## src/tsq_pkg.sv

```systemverilog
`timescale 1ns / 1ps
// ----------------------------------------------------------------------------
// tsq_pkg
// Shared types, constants and effect tables of the tone sequencer.
// ----------------------------------------------------------------------------
package tsq_pkg;

   // item field widths
   localparam int OP_W    = 2;
   localparam int MS_W    = 16;
   localparam int FX_W    = 3;
   localparam int IDX_W   = 6;
   localparam int FREQ_W  = 16;
   localparam int DUR_W   = 16;
   localparam int LEN_W   = 7;
   localparam int FXPOS_W = 2;

   // tone timer arithmetic
   localparam int               QUOT_W     = 20;
   localparam logic [QUOT_W-1:0] TICK_HZ   = 20'd1000000;
   localparam int               DIV_STEPS  = QUOT_W;
   localparam int               DIV_CNT_W  = $clog2(DIV_STEPS);
   localparam logic [15:0]      PERIOD_MAX = 16'hFFFF;
   localparam logic [15:0]      PERIOD_RST = 16'd1000;
   localparam int               SONG_MAX   = 64;
   localparam logic [FX_W-1:0]  NUM_EFFECTS = 3'd6;

   typedef enum logic [OP_W-1:0] {
      OP_TICK   = 2'd0,
      OP_START  = 2'd1,
      OP_EFFECT = 2'd2,
      OP_WRITE  = 2'd3
   } op_type;

   typedef enum logic {
      CSR_LENGTH = 1'b0,
      CSR_LOOP   = 1'b1
   } csr_index_type;

   typedef enum logic [1:0] {
      SRC_NONE,
      SRC_BG,
      SRC_FX
   } tone_src_type;

   typedef enum logic [2:0] {
      ST_IDLE,
      ST_EXEC,
      ST_TONE,
      ST_DIV,
      ST_COMMIT,
      ST_DONE
   } state_type;

   typedef struct packed {
      logic [FREQ_W-1:0] freq;
      logic [DUR_W-1:0]  dur;
   } note_type;

   // controller to datapath
   typedef struct packed {
      logic load;
      logic exec;
      logic tone;
      logic commit;
      logic publish;
   } ctrl_cmd_type;

   // datapath to controller
   typedef struct packed {
      logic tone_go;
      logic div_done;
      logic out_free;
   } ctrl_status_type;

   // number of notes in each effect
   function automatic logic [2:0] fx_len(input logic [FX_W-1:0] sel);
      logic [2:0] n;
      case (sel)
         3'd0:    n = 3'd2;
         3'd1:    n = 3'd3;
         3'd2:    n = 3'd2;
         3'd3:    n = 3'd4;
         3'd4:    n = 3'd4;
         3'd5:    n = 3'd4;
         default: n = 3'd0;
      endcase
      return n;
   endfunction

   // built-in effect notes, zero past the end of an effect
   function automatic note_type fx_note(input logic [FX_W-1:0] sel,
                                        input logic [FXPOS_W-1:0] pos);
      note_type t;
      t = '0;
      case ({sel, pos})
         5'b000_00: t = '{16'd1200, 16'd30};
         5'b000_01: t = '{16'd0,    16'd10};
         5'b001_00: t = '{16'd600,  16'd50};
         5'b001_01: t = '{16'd400,  16'd80};
         5'b001_10: t = '{16'd0,    16'd30};
         5'b010_00: t = '{16'd250,  16'd120};
         5'b010_01: t = '{16'd0,    16'd40};
         5'b011_00: t = '{16'd900,  16'd60};
         5'b011_01: t = '{16'd1100, 16'd60};
         5'b011_10: t = '{16'd1300, 16'd100};
         5'b011_11: t = '{16'd0,    16'd40};
         5'b100_00: t = '{16'd784,  16'd120};
         5'b100_01: t = '{16'd988,  16'd120};
         5'b100_10: t = '{16'd1175, 16'd220};
         5'b100_11: t = '{16'd0,    16'd60};
         5'b101_00: t = '{16'd523,  16'd150};
         5'b101_01: t = '{16'd494,  16'd150};
         5'b101_10: t = '{16'd440,  16'd300};
         5'b101_11: t = '{16'd0,    16'd80};
         default:   t = '0;
      endcase
      return t;
   endfunction

endpackage

```

## src/tsq_ram.sv

```systemverilog
`timescale 1ns / 1ps
// ----------------------------------------------------------------------------
// tsq_ram
// Generic single-write, single-read RAM with registered read data.
// ----------------------------------------------------------------------------
module tsq_ram #(
   parameter int WIDTH = 32,
   parameter int DEPTH = 64,
   localparam int AW   = (DEPTH > 1) ? $clog2(DEPTH) : 1
) (
   input  logic             clock,
   input  logic             wr_en,
   input  logic [AW-1:0]    wr_addr,
   input  logic [WIDTH-1:0] wr_data,
   input  logic [AW-1:0]    rd_addr,
   output logic [WIDTH-1:0] rd_data
);

   logic [WIDTH-1:0] mem_ff [DEPTH];
   logic [WIDTH-1:0] rd_data_ff;

   // write port
   always_ff @(posedge clock) begin
      if (wr_en) begin
         mem_ff[wr_addr] <= wr_data;
      end
   end

   // registered read port
   always_ff @(posedge clock) begin
      rd_data_ff <= mem_ff[rd_addr];
   end

   assign rd_data = rd_data_ff;

endmodule

```

## src/tsq_div.sv

```systemverilog
`timescale 1ns / 1ps
// ----------------------------------------------------------------------------
// tsq_div
// Restoring divider: tick rate over tone frequency, one quotient bit a cycle.
// ----------------------------------------------------------------------------
module tsq_div (
   input  logic                         clock,
   input  logic                         reset,
   input  logic                         start,
   input  logic [tsq_pkg::FREQ_W-1:0]   divisor,
   output logic [tsq_pkg::QUOT_W-1:0]   quotient,
   output logic                         done
);
   import tsq_pkg::*;

   logic                 busy_ff, busy_in;
   logic                 done_ff, done_in;
   logic [DIV_CNT_W-1:0] cnt_ff, cnt_in;
   logic [FREQ_W-1:0]    dvs_ff, dvs_in;
   logic [FREQ_W-1:0]    rem_ff, rem_in;
   logic [QUOT_W-1:0]    qd_ff, qd_in;
   logic [FREQ_W:0]      rem_sh;
   logic                 ge;

   // one restoring step; dividend bits leave the top, quotient bits enter below
   always_comb begin
      rem_sh  = {rem_ff, qd_ff[QUOT_W-1]};
      ge      = (rem_sh >= {1'b0, dvs_ff});
      busy_in = busy_ff;
      done_in = 1'b0;
      cnt_in  = cnt_ff;
      dvs_in  = dvs_ff;
      rem_in  = rem_ff;
      qd_in   = qd_ff;
      if (start) begin
         busy_in = 1'b1;
         cnt_in  = '0;
         dvs_in  = divisor;
         rem_in  = '0;
         qd_in   = TICK_HZ;
      end else if (busy_ff) begin
         rem_in = ge ? FREQ_W'(rem_sh - {1'b0, dvs_ff}) : rem_sh[FREQ_W-1:0];
         qd_in  = {qd_ff[QUOT_W-2:0], ge};
         cnt_in = cnt_ff + 1'b1;
         if (cnt_ff == DIV_CNT_W'(DIV_STEPS - 1)) begin
            busy_in = 1'b0;
            done_in = 1'b1;
         end
      end
   end

   // control state
   always_ff @(posedge clock) begin
      if (reset) begin
         busy_ff <= 1'b0;
         done_ff <= 1'b0;
         cnt_ff  <= '0;
      end else begin
         busy_ff <= busy_in;
         done_ff <= done_in;
         cnt_ff  <= cnt_in;
      end
   end

   // arithmetic registers
   always_ff @(posedge clock) begin
      dvs_ff <= dvs_in;
      rem_ff <= rem_in;
      qd_ff  <= qd_in;
   end

   assign quotient = qd_ff;
   assign done     = done_ff;

endmodule

```

## src/tsq_ctrl.sv

```systemverilog
`timescale 1ns / 1ps
// ----------------------------------------------------------------------------
// tsq_ctrl
// Sequencing state machine: accept, decide, load tone, divide, publish.
// ----------------------------------------------------------------------------
module tsq_ctrl (
   input  logic                      clock,
   input  logic                      reset,
   input  logic                      req_valid,
   output logic                      req_ready,
   input  tsq_pkg::ctrl_status_type  status,
   output tsq_pkg::ctrl_cmd_type     cmd
);
   import tsq_pkg::*;

   state_type state_ff, state_in;

   // next state
   always_comb begin
      state_in = state_ff;
      case (state_ff)
         ST_IDLE:   if (req_valid) state_in = ST_EXEC;
         ST_EXEC:   state_in = ST_TONE;
         ST_TONE:   state_in = status.tone_go ? ST_DIV : ST_DONE;
         ST_DIV:    if (status.div_done) state_in = ST_COMMIT;
         ST_COMMIT: state_in = ST_DONE;
         ST_DONE:   if (status.out_free) state_in = ST_IDLE;
         default:   state_in = ST_IDLE;
      endcase
   end

   // outputs
   always_comb begin
      cmd       = '0;
      req_ready = 1'b0;
      case (state_ff)
         ST_IDLE: begin
            req_ready = 1'b1;
            cmd.load  = req_valid;
         end
         ST_EXEC:   cmd.exec    = 1'b1;
         ST_TONE:   cmd.tone    = 1'b1;
         ST_DIV:    cmd         = '0;
         ST_COMMIT: cmd.commit  = 1'b1;
         ST_DONE:   cmd.publish = status.out_free;
         default:   cmd         = '0;
      endcase
   end

   always_ff @(posedge clock) begin
      if (reset) begin
         state_ff <= ST_IDLE;
      end else begin
         state_ff <= state_in;
      end
   end

endmodule

```

## src/tsq_datapath.sv

```systemverilog
`timescale 1ns / 1ps
// ----------------------------------------------------------------------------
// tsq_datapath
// Song and effect state, note memory, tone divider and result register.
// ----------------------------------------------------------------------------
module tsq_datapath #(
   parameter int BACKGROUND_DEPTH = 64
) (
   input  logic                          clock,
   input  logic                          reset,
   input  tsq_pkg::ctrl_cmd_type         cmd,
   output tsq_pkg::ctrl_status_type      status,
   input  logic [tsq_pkg::OP_W-1:0]      req_operation,
   input  logic [tsq_pkg::MS_W-1:0]      req_elapsed_ms,
   input  logic [tsq_pkg::FX_W-1:0]      req_effect_id,
   input  logic [tsq_pkg::IDX_W-1:0]     req_note_index,
   input  logic [tsq_pkg::FREQ_W-1:0]    req_note_frequency,
   input  logic [tsq_pkg::DUR_W-1:0]     req_note_duration,
   input  logic                          csr_write_enable,
   input  logic                          csr_index,
   input  logic [tsq_pkg::LEN_W-1:0]     csr_wdata,
   output logic                          rsp_valid,
   input  logic                          rsp_ready,
   output logic [15:0]                   rsp_period_reload,
   output logic [15:0]                   rsp_compare_value,
   output logic                          rsp_reload_event,
   output logic                          rsp_background_active,
   output logic                          rsp_effect_active
);
   import tsq_pkg::*;

   localparam int MAW = (BACKGROUND_DEPTH > 1) ? $clog2(BACKGROUND_DEPTH) : 1;
   localparam logic [LEN_W-1:0] SONG_CAP =
      LEN_W'((BACKGROUND_DEPTH < SONG_MAX) ? BACKGROUND_DEPTH : SONG_MAX);

   // latched item
   op_type             op_ff;
   logic [MS_W-1:0]    el_ff;
   logic [FX_W-1:0]    id_ff;
   logic [IDX_W-1:0]   idx_ff;
   logic [FREQ_W-1:0]  fr_ff;
   logic [DUR_W-1:0]   du_ff;

   // sequencer state
   logic [LEN_W-1:0]   len_ff, len_in;
   logic               loop_ff, loop_in;
   logic [IDX_W-1:0]   bg_pos_ff, bg_pos_in;
   logic [DUR_W-1:0]   bg_left_ff, bg_left_in;
   logic               bg_on_ff, bg_on_in;
   logic [FX_W-1:0]    fx_sel_ff, fx_sel_in;
   logic [FXPOS_W-1:0] fx_pos_ff, fx_pos_in;
   logic [DUR_W-1:0]   fx_left_ff, fx_left_in;
   logic               fx_on_ff, fx_on_in;
   logic               resume_ff, resume_in;
   logic [IDX_W-1:0]   saved_pos_ff, saved_pos_in;
   logic [DUR_W-1:0]   saved_left_ff, saved_left_in;
   logic [15:0]        period_ff, period_in;
   logic [15:0]        compare_ff, compare_in;
   logic               reloaded_ff, reloaded_in;

   // pending tone load
   tone_src_type       src_ff, src_in;
   logic               ld_left_ff, ld_left_in;
   logic               oob_ff, oob_in;
   logic [FREQ_W-1:0]  freq_ff, freq_in;

   // result register
   logic               rsp_valid_ff, rsp_valid_in;
   logic [15:0]        rsp_period_ff;
   logic [15:0]        rsp_compare_ff;
   logic               rsp_reload_ff;
   logic               rsp_bg_ff;
   logic               rsp_fx_ff;

   // helpers
   logic [LEN_W-1:0]   len_nz;
   logic [LEN_W-1:0]   eff_len;
   logic [2:0]         fx_nxt;
   logic [LEN_W-1:0]   bg_nxt;
   note_type           fx_next_note;
   note_type           fx_first_note;
   logic [IDX_W-1:0]   rd_pos;
   logic [IDX_W-1:0]   start_pos;
   logic [31:0]        rd_data;
   note_type           mem_note;
   logic [FREQ_W-1:0]  tone_freq;
   logic               wr_en;
   logic               div_start;
   logic [QUOT_W-1:0]  quotient;
   logic               div_done;
   logic [QUOT_W-1:0]  p_full;
   logic [15:0]        p_sat;

   // song length with zero read as one and capped by the memory
   assign len_nz  = (len_ff == '0) ? LEN_W'(1) : len_ff;
   assign eff_len = (len_nz > SONG_CAP) ? SONG_CAP : len_nz;

   assign fx_nxt        = {1'b0, fx_pos_ff} + 3'd1;
   assign bg_nxt        = {1'b0, bg_pos_ff} + LEN_W'(1);
   assign fx_next_note  = fx_note(fx_sel_ff, fx_nxt[FXPOS_W-1:0]);
   assign fx_first_note = fx_note(id_ff, '0);
   assign start_pos     = ({1'b0, bg_pos_ff} >= eff_len) ? '0 : bg_pos_ff;

   // note read from memory, zero beyond its end
   assign mem_note  = oob_ff ? '0 : note_type'(rd_data);
   assign tone_freq = (src_ff == SRC_BG) ? mem_note.freq : freq_ff;

   // tone period from the divider, saturated to the timer width
   assign p_full = quotient - QUOT_W'(1);
   assign p_sat  = (p_full > QUOT_W'(PERIOD_MAX)) ? PERIOD_MAX : p_full[15:0];

   assign wr_en = cmd.exec && (op_ff == OP_WRITE) &&
                  ((BACKGROUND_DEPTH >= SONG_MAX) || (int'(idx_ff) < BACKGROUND_DEPTH));
   assign div_start = cmd.tone && status.tone_go;

   // next sequencer state
   always_comb begin
      len_in        = len_ff;
      loop_in       = loop_ff;
      bg_pos_in     = bg_pos_ff;
      bg_left_in    = bg_left_ff;
      bg_on_in      = bg_on_ff;
      fx_sel_in     = fx_sel_ff;
      fx_pos_in     = fx_pos_ff;
      fx_left_in    = fx_left_ff;
      fx_on_in      = fx_on_ff;
      resume_in     = resume_ff;
      saved_pos_in  = saved_pos_ff;
      saved_left_in = saved_left_ff;
      period_in     = period_ff;
      compare_in    = compare_ff;
      reloaded_in   = reloaded_ff;
      src_in        = src_ff;
      ld_left_in    = ld_left_ff;
      freq_in       = freq_ff;
      rd_pos        = bg_pos_ff;

      // decide what the item does and which note to load
      if (cmd.exec) begin
         reloaded_in = 1'b0;
         src_in      = SRC_NONE;
         ld_left_in  = 1'b0;
         case (op_ff)
            OP_TICK: begin
               if (fx_on_ff) begin
                  if (fx_left_ff > el_ff) begin
                     fx_left_in = fx_left_ff - el_ff;
                  end else if (fx_nxt >= fx_len(fx_sel_ff)) begin
                     // effect over: mute, then pick up the saved song
                     fx_on_in   = 1'b0;
                     fx_pos_in  = '0;
                     compare_in = '0;
                     if (resume_ff) begin
                        bg_on_in   = 1'b1;
                        bg_pos_in  = saved_pos_ff;
                        bg_left_in = saved_left_ff;
                        rd_pos     = saved_pos_ff;
                        src_in     = SRC_BG;
                     end
                  end else begin
                     fx_pos_in  = fx_nxt[FXPOS_W-1:0];
                     fx_left_in = fx_next_note.dur;
                     freq_in    = fx_next_note.freq;
                     src_in     = SRC_FX;
                  end
               end else if (bg_on_ff) begin
                  if (bg_left_ff > el_ff) begin
                     bg_left_in = bg_left_ff - el_ff;
                  end else if (bg_nxt >= eff_len && !loop_ff) begin
                     // song over
                     bg_on_in   = 1'b0;
                     bg_pos_in  = '0;
                     compare_in = '0;
                  end else begin
                     rd_pos     = (bg_nxt >= eff_len) ? '0 : bg_nxt[IDX_W-1:0];
                     bg_pos_in  = rd_pos;
                     ld_left_in = 1'b1;
                     src_in     = SRC_BG;
                  end
               end
            end
            OP_START: begin
               bg_pos_in  = start_pos;
               bg_on_in   = 1'b1;
               rd_pos     = start_pos;
               ld_left_in = 1'b1;
               src_in     = SRC_BG;
            end
            OP_EFFECT: begin
               if (id_ff < NUM_EFFECTS) begin
                  resume_in     = bg_on_ff;
                  saved_pos_in  = bg_pos_ff;
                  saved_left_in = bg_left_ff;
                  bg_on_in      = 1'b0;
                  fx_sel_in     = id_ff;
                  fx_pos_in     = '0;
                  fx_on_in      = 1'b1;
                  fx_left_in    = fx_first_note.dur;
                  freq_in       = fx_first_note.freq;
                  src_in        = SRC_FX;
               end
            end
            default: src_in = SRC_NONE;
         endcase
      end

      // note fetched: duration and rest handling
      if (cmd.tone) begin
         if (src_ff == SRC_BG && ld_left_ff) begin
            bg_left_in = mem_note.dur;
         end
         if (src_ff != SRC_NONE && tone_freq == '0) begin
            compare_in = '0;
         end
      end

      // divider finished: load the new tone
      if (cmd.commit) begin
         period_in   = p_sat;
         compare_in  = {1'b0, p_sat[15:1]};
         reloaded_in = 1'b1;
      end

      // register writes
      if (csr_write_enable) begin
         case (csr_index_type'(csr_index))
            CSR_LENGTH: begin
               len_in    = csr_wdata;
               bg_pos_in = '0;
               bg_on_in  = 1'b0;
            end
            CSR_LOOP: loop_in = csr_wdata[0];
            default:  loop_in = loop_ff;
         endcase
      end
   end

   // read position beyond the memory yields a silent note
   assign oob_in = (int'(rd_pos) >= BACKGROUND_DEPTH);

   // result register handshake
   assign rsp_valid_in = cmd.publish || (rsp_valid_ff && !rsp_ready);

   assign status.tone_go  = (src_ff != SRC_NONE) && (tone_freq != '0);
   assign status.div_done = div_done;
   assign status.out_free = !rsp_valid_ff || rsp_ready;

   // control and sequencer state
   always_ff @(posedge clock) begin
      if (reset) begin
         len_ff        <= LEN_W'(1);
         loop_ff       <= 1'b0;
         bg_pos_ff     <= '0;
         bg_left_ff    <= '0;
         bg_on_ff      <= 1'b0;
         fx_sel_ff     <= '0;
         fx_pos_ff     <= '0;
         fx_left_ff    <= '0;
         fx_on_ff      <= 1'b0;
         resume_ff     <= 1'b0;
         saved_pos_ff  <= '0;
         saved_left_ff <= '0;
         period_ff     <= PERIOD_RST;
         compare_ff    <= '0;
         reloaded_ff   <= 1'b0;
         src_ff        <= SRC_NONE;
         ld_left_ff    <= 1'b0;
         rsp_valid_ff  <= 1'b0;
      end else begin
         len_ff        <= len_in;
         loop_ff       <= loop_in;
         bg_pos_ff     <= bg_pos_in;
         bg_left_ff    <= bg_left_in;
         bg_on_ff      <= bg_on_in;
         fx_sel_ff     <= fx_sel_in;
         fx_pos_ff     <= fx_pos_in;
         fx_left_ff    <= fx_left_in;
         fx_on_ff      <= fx_on_in;
         resume_ff     <= resume_in;
         saved_pos_ff  <= saved_pos_in;
         saved_left_ff <= saved_left_in;
         period_ff     <= period_in;
         compare_ff    <= compare_in;
         reloaded_ff   <= reloaded_in;
         src_ff        <= src_in;
         ld_left_ff    <= ld_left_in;
         rsp_valid_ff  <= rsp_valid_in;
      end
   end

   // payload registers
   always_ff @(posedge clock) begin
      if (cmd.load) begin
         op_ff  <= op_type'(req_operation);
         el_ff  <= req_elapsed_ms;
         id_ff  <= req_effect_id;
         idx_ff <= req_note_index;
         fr_ff  <= req_note_frequency;
         du_ff  <= req_note_duration;
      end
      if (cmd.exec) begin
         oob_ff <= oob_in;
      end
      freq_ff <= freq_in;
      if (cmd.publish) begin
         rsp_period_ff  <= period_ff;
         rsp_compare_ff <= compare_ff;
         rsp_reload_ff  <= reloaded_ff;
         rsp_bg_ff      <= bg_on_ff;
         rsp_fx_ff      <= fx_on_ff;
      end
   end

   // background note memory
   tsq_ram #(
      .WIDTH (32),
      .DEPTH (BACKGROUND_DEPTH)
   ) u_notes (
      .clock   (clock),
      .wr_en   (wr_en),
      .wr_addr (MAW'(idx_ff)),
      .wr_data ({fr_ff, du_ff}),
      .rd_addr (MAW'(rd_pos)),
      .rd_data (rd_data)
   );

   // tick rate over frequency
   tsq_div u_div (
      .clock    (clock),
      .reset    (reset),
      .start    (div_start),
      .divisor  (tone_freq),
      .quotient (quotient),
      .done     (div_done)
   );

   assign rsp_valid             = rsp_valid_ff;
   assign rsp_period_reload     = rsp_period_ff;
   assign rsp_compare_value     = rsp_compare_ff;
   assign rsp_reload_event      = rsp_reload_ff;
   assign rsp_background_active = rsp_bg_ff;
   assign rsp_effect_active     = rsp_fx_ff;

endmodule

```

## src/tone_sequencer_with_effect_preempt.sv

```systemverilog
`timescale 1ns / 1ps
// Timing: an item passes the states EXEC, TONE and DONE, and rsp_valid is
//   then registered; an item that loads a tone also passes DIV, which runs
//   the 20-step serial divider, and COMMIT. Flow: one item at a time; a
//   stalled result holds its item in DONE, so no new item is accepted.
// Reset: synchronous, active high; clears all control and sequencer state.
//   The note memory has no reset and no clearing pass.
// ----------------------------------------------------------------------------
// tone_sequencer_with_effect_preempt
// Two-voice PWM tone note sequencer: background song with effect pre-emption.
// ----------------------------------------------------------------------------
module tone_sequencer_with_effect_preempt #(
   parameter int BACKGROUND_DEPTH = 64
) (
   input  logic                          clock,
   input  logic                          reset,
   input  logic                          req_valid,
   output logic                          req_ready,
   input  logic [tsq_pkg::OP_W-1:0]      req_operation,
   input  logic [tsq_pkg::MS_W-1:0]      req_elapsed_ms,
   input  logic [tsq_pkg::FX_W-1:0]      req_effect_id,
   input  logic [tsq_pkg::IDX_W-1:0]     req_note_index,
   input  logic [tsq_pkg::FREQ_W-1:0]    req_note_frequency,
   input  logic [tsq_pkg::DUR_W-1:0]     req_note_duration,
   output logic                          rsp_valid,
   input  logic                          rsp_ready,
   output logic [15:0]                   rsp_period_reload,
   output logic [15:0]                   rsp_compare_value,
   output logic                          rsp_reload_event,
   output logic                          rsp_background_active,
   output logic                          rsp_effect_active,
   input  logic                          csr_write_enable,
   input  logic                          csr_index,
   input  logic [tsq_pkg::LEN_W-1:0]     csr_wdata
);
   import tsq_pkg::*;

   ctrl_cmd_type    cmd;
   ctrl_status_type status;

   // sequencing
   tsq_ctrl u_ctrl (
      .clock     (clock),
      .reset     (reset),
      .req_valid (req_valid),
      .req_ready (req_ready),
      .status    (status),
      .cmd       (cmd)
   );

   // state, memory and arithmetic
   tsq_datapath #(
      .BACKGROUND_DEPTH (BACKGROUND_DEPTH)
   ) u_datapath (
      .clock                 (clock),
      .reset                 (reset),
      .cmd                   (cmd),
      .status                (status),
      .req_operation         (req_operation),
      .req_elapsed_ms        (req_elapsed_ms),
      .req_effect_id         (req_effect_id),
      .req_note_index        (req_note_index),
      .req_note_frequency    (req_note_frequency),
      .req_note_duration     (req_note_duration),
      .csr_write_enable      (csr_write_enable),
      .csr_index             (csr_index),
      .csr_wdata             (csr_wdata),
      .rsp_valid             (rsp_valid),
      .rsp_ready             (rsp_ready),
      .rsp_period_reload     (rsp_period_reload),
      .rsp_compare_value     (rsp_compare_value),
      .rsp_reload_event      (rsp_reload_event),
      .rsp_background_active (rsp_background_active),
      .rsp_effect_active     (rsp_effect_active)
   );

endmodule

```

## config.mk

```make
export PLATFORM = sky130hd
export DESIGN_NAME = tone_sequencer_with_effect_preempt
export DESIGN_NICKNAME = d
export VERILOG_FILES = /design/src/tsq_pkg.sv /design/src/tsq_ram.sv /design/src/tsq_div.sv /design/src/tsq_ctrl.sv /design/src/tsq_datapath.sv /design/src/tone_sequencer_with_effect_preempt.sv
export SDC_FILE = /design/constraint.sdc
export NUM_CORES = 2
export LEC_CHECK = 0
export BUFFER_PORTS_ARGS = -buffer_cell sky130_fd_sc_hd__buf_2
export CAP_MARGIN = 5
export CORE_MARGIN = 2
export CORE_UTILIZATION = 50
export CTS_CLUSTER_DIAMETER = 30
export DETAILED_ROUTE_END_ITERATION = 12
export GPL_ROUTABILITY_DRIVEN = 0
export GPL_TIMING_DRIVEN = 1
export PLACE_DENSITY = 0.62
export SYNTH_ARGS = -nofsm -noshare
export SYNTH_HDL_FRONTEND = slang
export SYNTH_HIERARCHICAL = 1
export SYNTH_SLANG_ARGS = --single-unit
```

## constraint.sdc

```tcl
create_clock -name clock -period 5.35 [get_ports clock]
set_clock_uncertainty 0.15 [all_clocks]
set_input_delay 0.2675 -clock clock [delete_from_list [all_inputs] [get_ports clock]]
set_output_delay 0.2675 -clock clock [all_outputs]
set_load 0.01 [all_outputs]
```

# Yosys cells after proc, flatten, opt, wreduce, memory -nomap -nowiden
# Memory sizes are Yosys's and may differ from the RTL's. A register that Yosys moved wholly into a read port is not among the register bits.
# Cells that the tools add are included.
[totals]
n_memories = 2
input_bits = 72
mem_bits_ro = 608
ram_bits = 2048
ff_bits = 285
[memory_table]
columns = ["name", "words", "word_bits", "read_ports", "rd_clocked_by_memory_dff", "write_ports", "line", "text"]
rows = [
  ["u_datapath.u_notes.mem_ff", 64, 32, 1, 1, 1, "tsq_ram.sv:19", "logic [WIDTH-1:0] mem_ff [DEPTH];"],
  ["(no name shown)", 32, 19, 1, 0, 0, "tsq_pkg.sv:96", "case ({sel, pos})"],
]
[classes]
add_sub_neg = 7
n_reduce_logical = 35
muxes = 115
n_eq_ne = 28
n_bitwise = 2
magnitude_cmp = 9
[ops]
columns = ["cell", "n"]
rows = [
  ["two-way mux 16 bit", 31],
  ["one-hot mux 27 bit (6 select lines)", 1],
  ["two-way mux 6 bit", 17],
  ["one-hot mux 16 bit (2 select lines)", 2],
  ["subtractor 16 bit", 3],
  ["two-way mux 1 bit", 34],
  ["> comparator 16 bit", 2],
  ["two-way mux 3 bit", 8],
  ["one-hot mux 6 bit (2 select lines)", 2],
  ["> comparator 20 x 16 -> 1 bit, second input constant", 1],
  ["two-way mux 2 bit", 10],
  ["subtractor 20 x 1 -> 20 bit, second input constant", 1],
  ["== test 3 x 2 -> 1 bit, second input constant", 6],
  ["== test 3 bit, second input constant", 6],
  ["one-hot mux 3 bit (6 select lines)", 1],
  ["greater-or-equal comparator 17 x 16 -> 1 bit", 1],
  ["zero test 16 bit", 1],
  ["nonzero test 16 bit", 1],
  ["two-way mux 15 bit", 1],
  ["two-way mux 7 bit", 2],
  ["AND reduction 5 bit", 2],
  ["== test 3 x 1 -> 1 bit, second input constant", 3],
  ["zero test 3 bit", 3],
  ["one-hot mux 3 bit (3 select lines)", 1],
  ["30 further kinds", 56],
]

# Logic depth before layout (Yosys ltp)
[logic_depth]
word_depth = 16
ltp_mapped = 22

# Cells and area by module
# Netlist, hierarchy kept.
[modules_own_cells]
columns = ["mod", "seq_area_each_um2", "n_inst", "cells_each", "area_each_um2"]
rows = [
  ["tsq_ram", 62139.6, 1, 3511, 79039.6],
  ["tsq_datapath", 5415.2, 1, 1210, 11639.9],
  ["tsq_div", 1341.3, 1, 341, 3125.5],
  ["tsq_ctrl", 60.1, 1, 27, 211.5],
]

# Worst setup path after synthesis
# OpenSTA, ideal clock, no wires.
[synth_path]
kind = "register to register"
from = "register u_datapath.bg_pos_ff[2]"
to = "register u_datapath.u_notes.rd_data_ff[12], in the netlist u_datapath/u_notes/rd_data[12] (read register of u_datapath.u_notes.mem_ff)"
required_ns = 5.084
n_path_buf = 4
arrival_ns = 4.366
slack_ns = 0.718
stages_incl_launch_ff = 21
setup_ns = 0.116
path_cell_list = "dfxtp_1 clkbuf_1 nand3_1 nor2_1 xor2_1 ha_1 a2111oi_0 o2bb2ai_2 nand2_1 o32a_1 a21bo_1 and2b_4 a21oi_2 buf_4 nor2b_1 clkbuf_1 clkbuf_1 a22oi_1 a31oi_1 o21ai_0 and4_1"
[synth_via]
elab_chain_len = 9
[synth_rtl]
columns = ["element", "line", "text"]
rows = [
  ["from (decl)", "tsq_datapath.sv:47", "logic [IDX_W-1:0] bg_pos_ff, bg_pos_in;"],
  ["from (signal assigned)", "tsq_datapath.sv:272", "bg_pos_ff <= bg_pos_in;"],
  ["adder 6 x 1 -> 7 bit", "tsq_datapath.sv:99", "assign bg_nxt = {1'b0, bg_pos_ff} + LEN_W'(1);"],
  ["greater-or-equal comparator 7 bit", "tsq_datapath.sv:169, tsq_datapath.sv:175", ""],
  ["two-way mux 6 bit / logical AND 1 bit (equally long branches)", "tsq_datapath.sv:175, tsq_datapath.sv:169", ""],
  ["two-way mux 6 bit", "tsq_datapath.sv:169", "end else if (bg_nxt >= eff_len && !loop_ff) begin"],
  ["two-way mux 6 bit", "tsq_datapath.sv:167", "if (bg_left_ff > el_ff) begin"],
  ["two-way mux 6 bit", "tsq_datapath.sv:166", "end else if (bg_on_ff) begin"],
  ["two-way mux 6 bit", "tsq_datapath.sv:145", "if (fx_on_ff) begin"],
  ["one-hot mux 6 bit (2 select lines)", "tsq_datapath.sv:143", "case (op_ff)"],
  ["two-way mux 6 bit (*)", "tsq_datapath.sv:139", "if (cmd.exec) begin"],
  ["named net u_datapath.rd_pos[2]", "tsq_datapath.sv:82", "logic [IDX_W-1:0] rd_pos;"],
  ["to (decl)", "tsq_ram.sv:20", "logic [WIDTH-1:0] rd_data_ff;"],
]
# The timed path passes the listed nets; every way through them passes the cells marked *.
# A chain may end at the register's enable or synchronous reset.

# Final worst setup path
[layout_path]
from = "register u_datapath.el_ff[0]"
to = "register u_datapath.u_notes.rd_data_ff[22], in the netlist u_datapath/u_notes/rd_data[22] (read register of u_datapath.u_notes.mem_ff)"
[layout_via]
elab_chain_len = 6
[layout_rtl]
columns = ["element", "line", "text"]
rows = [
  ["from (decl)", "tsq_datapath.sv:38", "logic [MS_W-1:0] el_ff;"],
  ["from (signal assigned)", "tsq_datapath.sv:295", "el_ff <= req_elapsed_ms;"],
  ["> comparator 16 bit", "tsq_datapath.sv:167", ""],
  ["two-way mux 6 bit", "tsq_datapath.sv:167", ""],
  ["two-way mux 6 bit", "tsq_datapath.sv:166", ""],
  ["two-way mux 6 bit (*)", "tsq_datapath.sv:145", ""],
  ["one-hot mux 6 bit (2 select lines) (*)", "tsq_datapath.sv:143", ""],
  ["two-way mux 6 bit (*)", "tsq_datapath.sv:139", ""],
  ["named net u_datapath.rd_pos[2]", "tsq_datapath.sv:82", ""],
]
# Marked as above.

==> impl_metrics.ini <==
[outcome]
status = completed

[drt]
vias_per_cell = 6.064
via_count = 53280
finalWirelength_microns = 257500
drtIter0Drc = 5611
first_pass_iters = 5
detail-route-antenna-nets = 0
drc_errors = 0
wl_per_cell_microns = 29.31

[synth]
synth-main-ff-cell = edfxtp_1
yosysSeqAreaShare = 0.7334
synthArstFlopShare = 0
synth_fp_nets = 5238
syn-cell-area_sq_mm = 0.09402
synth_area_leader_cell = edfxtp_1
yosys_warnings = 6
syn_inst = 5089
yosys.area.top_type_share = 0.6928
synth_area_leaders = edfxtp_1, mux4_2, dfxtp_1
synth.distinct_cells = 104
avgSynthCellArea_sq_um = 18.47
synth_edf_count = 2169
ys_ff_latch = 2360

[layout]
drive_gt1_frac = 0.2886
fin_cells = 8786
ff_latch_area_sq_mm = 0.06896
syn2layout_area_growth_pct = 24.63
fill_cells = 13070
largest_reg_flops = 2048
multiInputGateArea_sq_mm = 0.02386
largest-register = u_datapath/u_notes/mem_ff
nets = 6065

[cts]
clock_path_buffers = 4
cts_tree = yes
cts_sinks = 2360
clk_pin_slew_ps = 50
cts_root_buffer = clkbuf_16
clk_latency_ps = 980
htree_levels = 5
cts_made_buffers = 455

[pwr]
swShare = 0.2131
p_per_area_mw_per_mm2 = 435.8
internal-power_uw = 40180
ir_drop_uv = 351.8
clkPwrFrac = 0.550
p_sw_uw = 10880
combinationalPowerShare = 0.044
power_leakage_uw = 0.03824
pwr-share-seq = 0.406

[sta]
rsz0062_at_grt = yes
fin_crit_sh = 0.9712
worst_pin_slew_ps = 1233
layout_setup_ws_ps = 154.2
timing.hold.ws_ps = 83.62
maxSlewViolCount = 0
hold_viol = 0
fmax_mhz = 192.5
slew_headroom = 0.1762
post-route-min-period_ps = 5196
setup_viol = 0

[floorplan]
rows = 159
die_w_microns = 437.6
start_util = 0.5017
die_area_sq_mm = 0.1915
num_io_pins = 109
dieHeight_microns = 437.6
core_area_sq_mm = 0.1874

[global_route]
antenna_found_initial = 11
grt_max_degree = 67
grt_overflow = 0
grt.total_usage = 0.2697
grt_pass1_wl_microns = 373500
grt_pass1_vias = 54280

[setup_path]
slowest_delay_ps = 500
cp_slowest_cell = a221oi_4
crit_buf_inv = 7
cp_common_cell = buf_4
crit_chain = ha_1 -> fa_1 -> nand2b_1 -> a211oi_1 -> buf_4 -> o31ai_2 -> a21oi_2 -> buf_4 -> o31a_1 -> a21bo_1 -> and2b_4 -> a21oi_4 -> buf_12 -> buf_4 -> nor2b_4 -> buf_12 -> buf_6 -> a221oi_1 -> buf_4 -> a221oi_4
critPathMaxFanout = 16
critPathRequiredTime_ps = 5990
crit_family = compound AO/OA/AOI/OAI gates
cp.arrival_ps = 5840
worstSetupPathType = flip-flop to flip-flop
end_kind = flip-flop
startpoint_type = flip-flop

[placed_design]
port_buffers = 108
dp_cells = 7793
dp_hpwl_microns = 155600
place_ws_ps = -694.8

[flow_run]
drv_cap = 0

[min_path]
hp-class = input port to flip-flop
path summary, 6_finish.rpt:
kind / startpoint / to / slack (ps) / depth (start not counted)
worst min-delay path: csr_index / u_datapath/loop_ff / 80 / 5
worst max-delay path: u_datapath/el_ff[0] / u_datapath/u_notes/rd_data[22] / 150 / 20
worst max register to register: u_datapath/el_ff[0] / u_datapath/u_notes/rd_data[22] / 150 / 20
worst min register to register: u_datapath/period_ff[1] / u_datapath/rsp_period_reload[1] / 270 / 0
cell usage after synthesis, types with 40 or more instances:
library cell,n
a21oi_1,155
ha_1,74
nor3_1,42
mux4_2,446
nand3_1,77
inv_1,64
nand2_1,216
clkbuf_1,126
mux2i_1,220
a31oi_1,40
dfxtp_1,191
a211oi_1,51
nand2b_1,40
o21ai_0,89
buf_2,64
edfxtp_1,2169
nor2_1,238
a22oi_1,140
o22ai_1,45
layer usage:
layer,vias to the layer above,GRT usage,share of wire
met5,-,0,0.00018
met4,6,0.09310,0.032
met3,445,0.04694,0.080
met2,2460,0.4494,0.50
met1,27780,0.3603,0.39
li1,22590,-,-
power by group through the flow:
stage	clock network [uW]	logic, uW	registers [uW]
global placement	0	2120	21100
global route	29300	2480	20700
finish	28100	2260	20700
CTS	28300	2250	20700
detailed placement	0	2160	21100
floorplan	0	1300	21200
cell families after synthesis:
group	synth area share
and+or+nand+nor	0.04048
muxes	0.1317
buffers and inverters	0.01995
AOI/OAI and AO/OA	0.05840
DFF	0.7334
xor gates and xnor gates	0.005496
adders and majority gates	0.01049
layout by cell type, fill, tap and decap left out, drive strengths merged, types with 13 or more instances in the layout:
cell         instances
a22o                22
nand2              217
clkinvlp            39
xor2                27
xnor2               32
nand3               77
a311oi              21
o221ai              19
and3                15
bufinv              67
a22oi              140
nand2b              42
and2                15
inv                 83
clkbuf             514
dfxtp              191
nor3                44
dlygate4sd3        154
edfxtp            2169
ha                  74
o211ai              26
a211oi              52
nor2               239
clkinv             189
nand4               18
or3                 14
a21oi              158
a31oi               40
nand3b              14
mux4               446
nor2b               32
mux2i              220
o21a                19
buf                498
a21o                14
o31ai               13
o21ai              104
o22ai               45
metrics by stage:
stage / cell area (sq um) / power [uW] / setup TNS [ps] / util
after floorplan: 94020 / 22460 / 0 / -
after global placement: 100200 / 23180 / -679.0 / 0.5345
after detailed placement: 100200 / 23220 / -813.4 / 0.5345
after CTS: 117000 / 51320 / 0 / 0.6244
after global routing: 117200 / 52480 / -55.69 / 0.6252
final: 117200 / 51060 / 0 / 0.6253
worst min-delay path, stage by stage:
cell and delay, ps:
buf_2 120, nand2_1 50, nand2_1 50, a21oi_1 50, dlygate4sd3_1 540
timing repair:
| item | 4_1_cts | 5_1_grt |
|---|---|---|
| gates resized for setup | 8 | 18 |
| buffers inserted | 1 | 6 |
| hold endpoints to repair | 147 | 0 |
| hold buffers | 154 | 0 |
| endpoints found under the setup margin | 3 | 31 |
| pin swaps | 1 | 2 |
cell type report:
| cell class | count | share of cell area |
|---|---|---|
| diodes | 6 | 0.0001281 |
| clock buffers | 514 | 0.1005 |
| clock inverters | 312 | 0.02968 |
| inverters | 66 | 0.002114 |
| multi-input cells | 2381 | 0.2036 |
| flip-flops and latches | 2360 | 0.5885 |
| well taps | 2495 | 0.02664 |
| repair buffers | 652 | 0.04881 |
No activity file was read; power rests on OpenSTA's default activity.
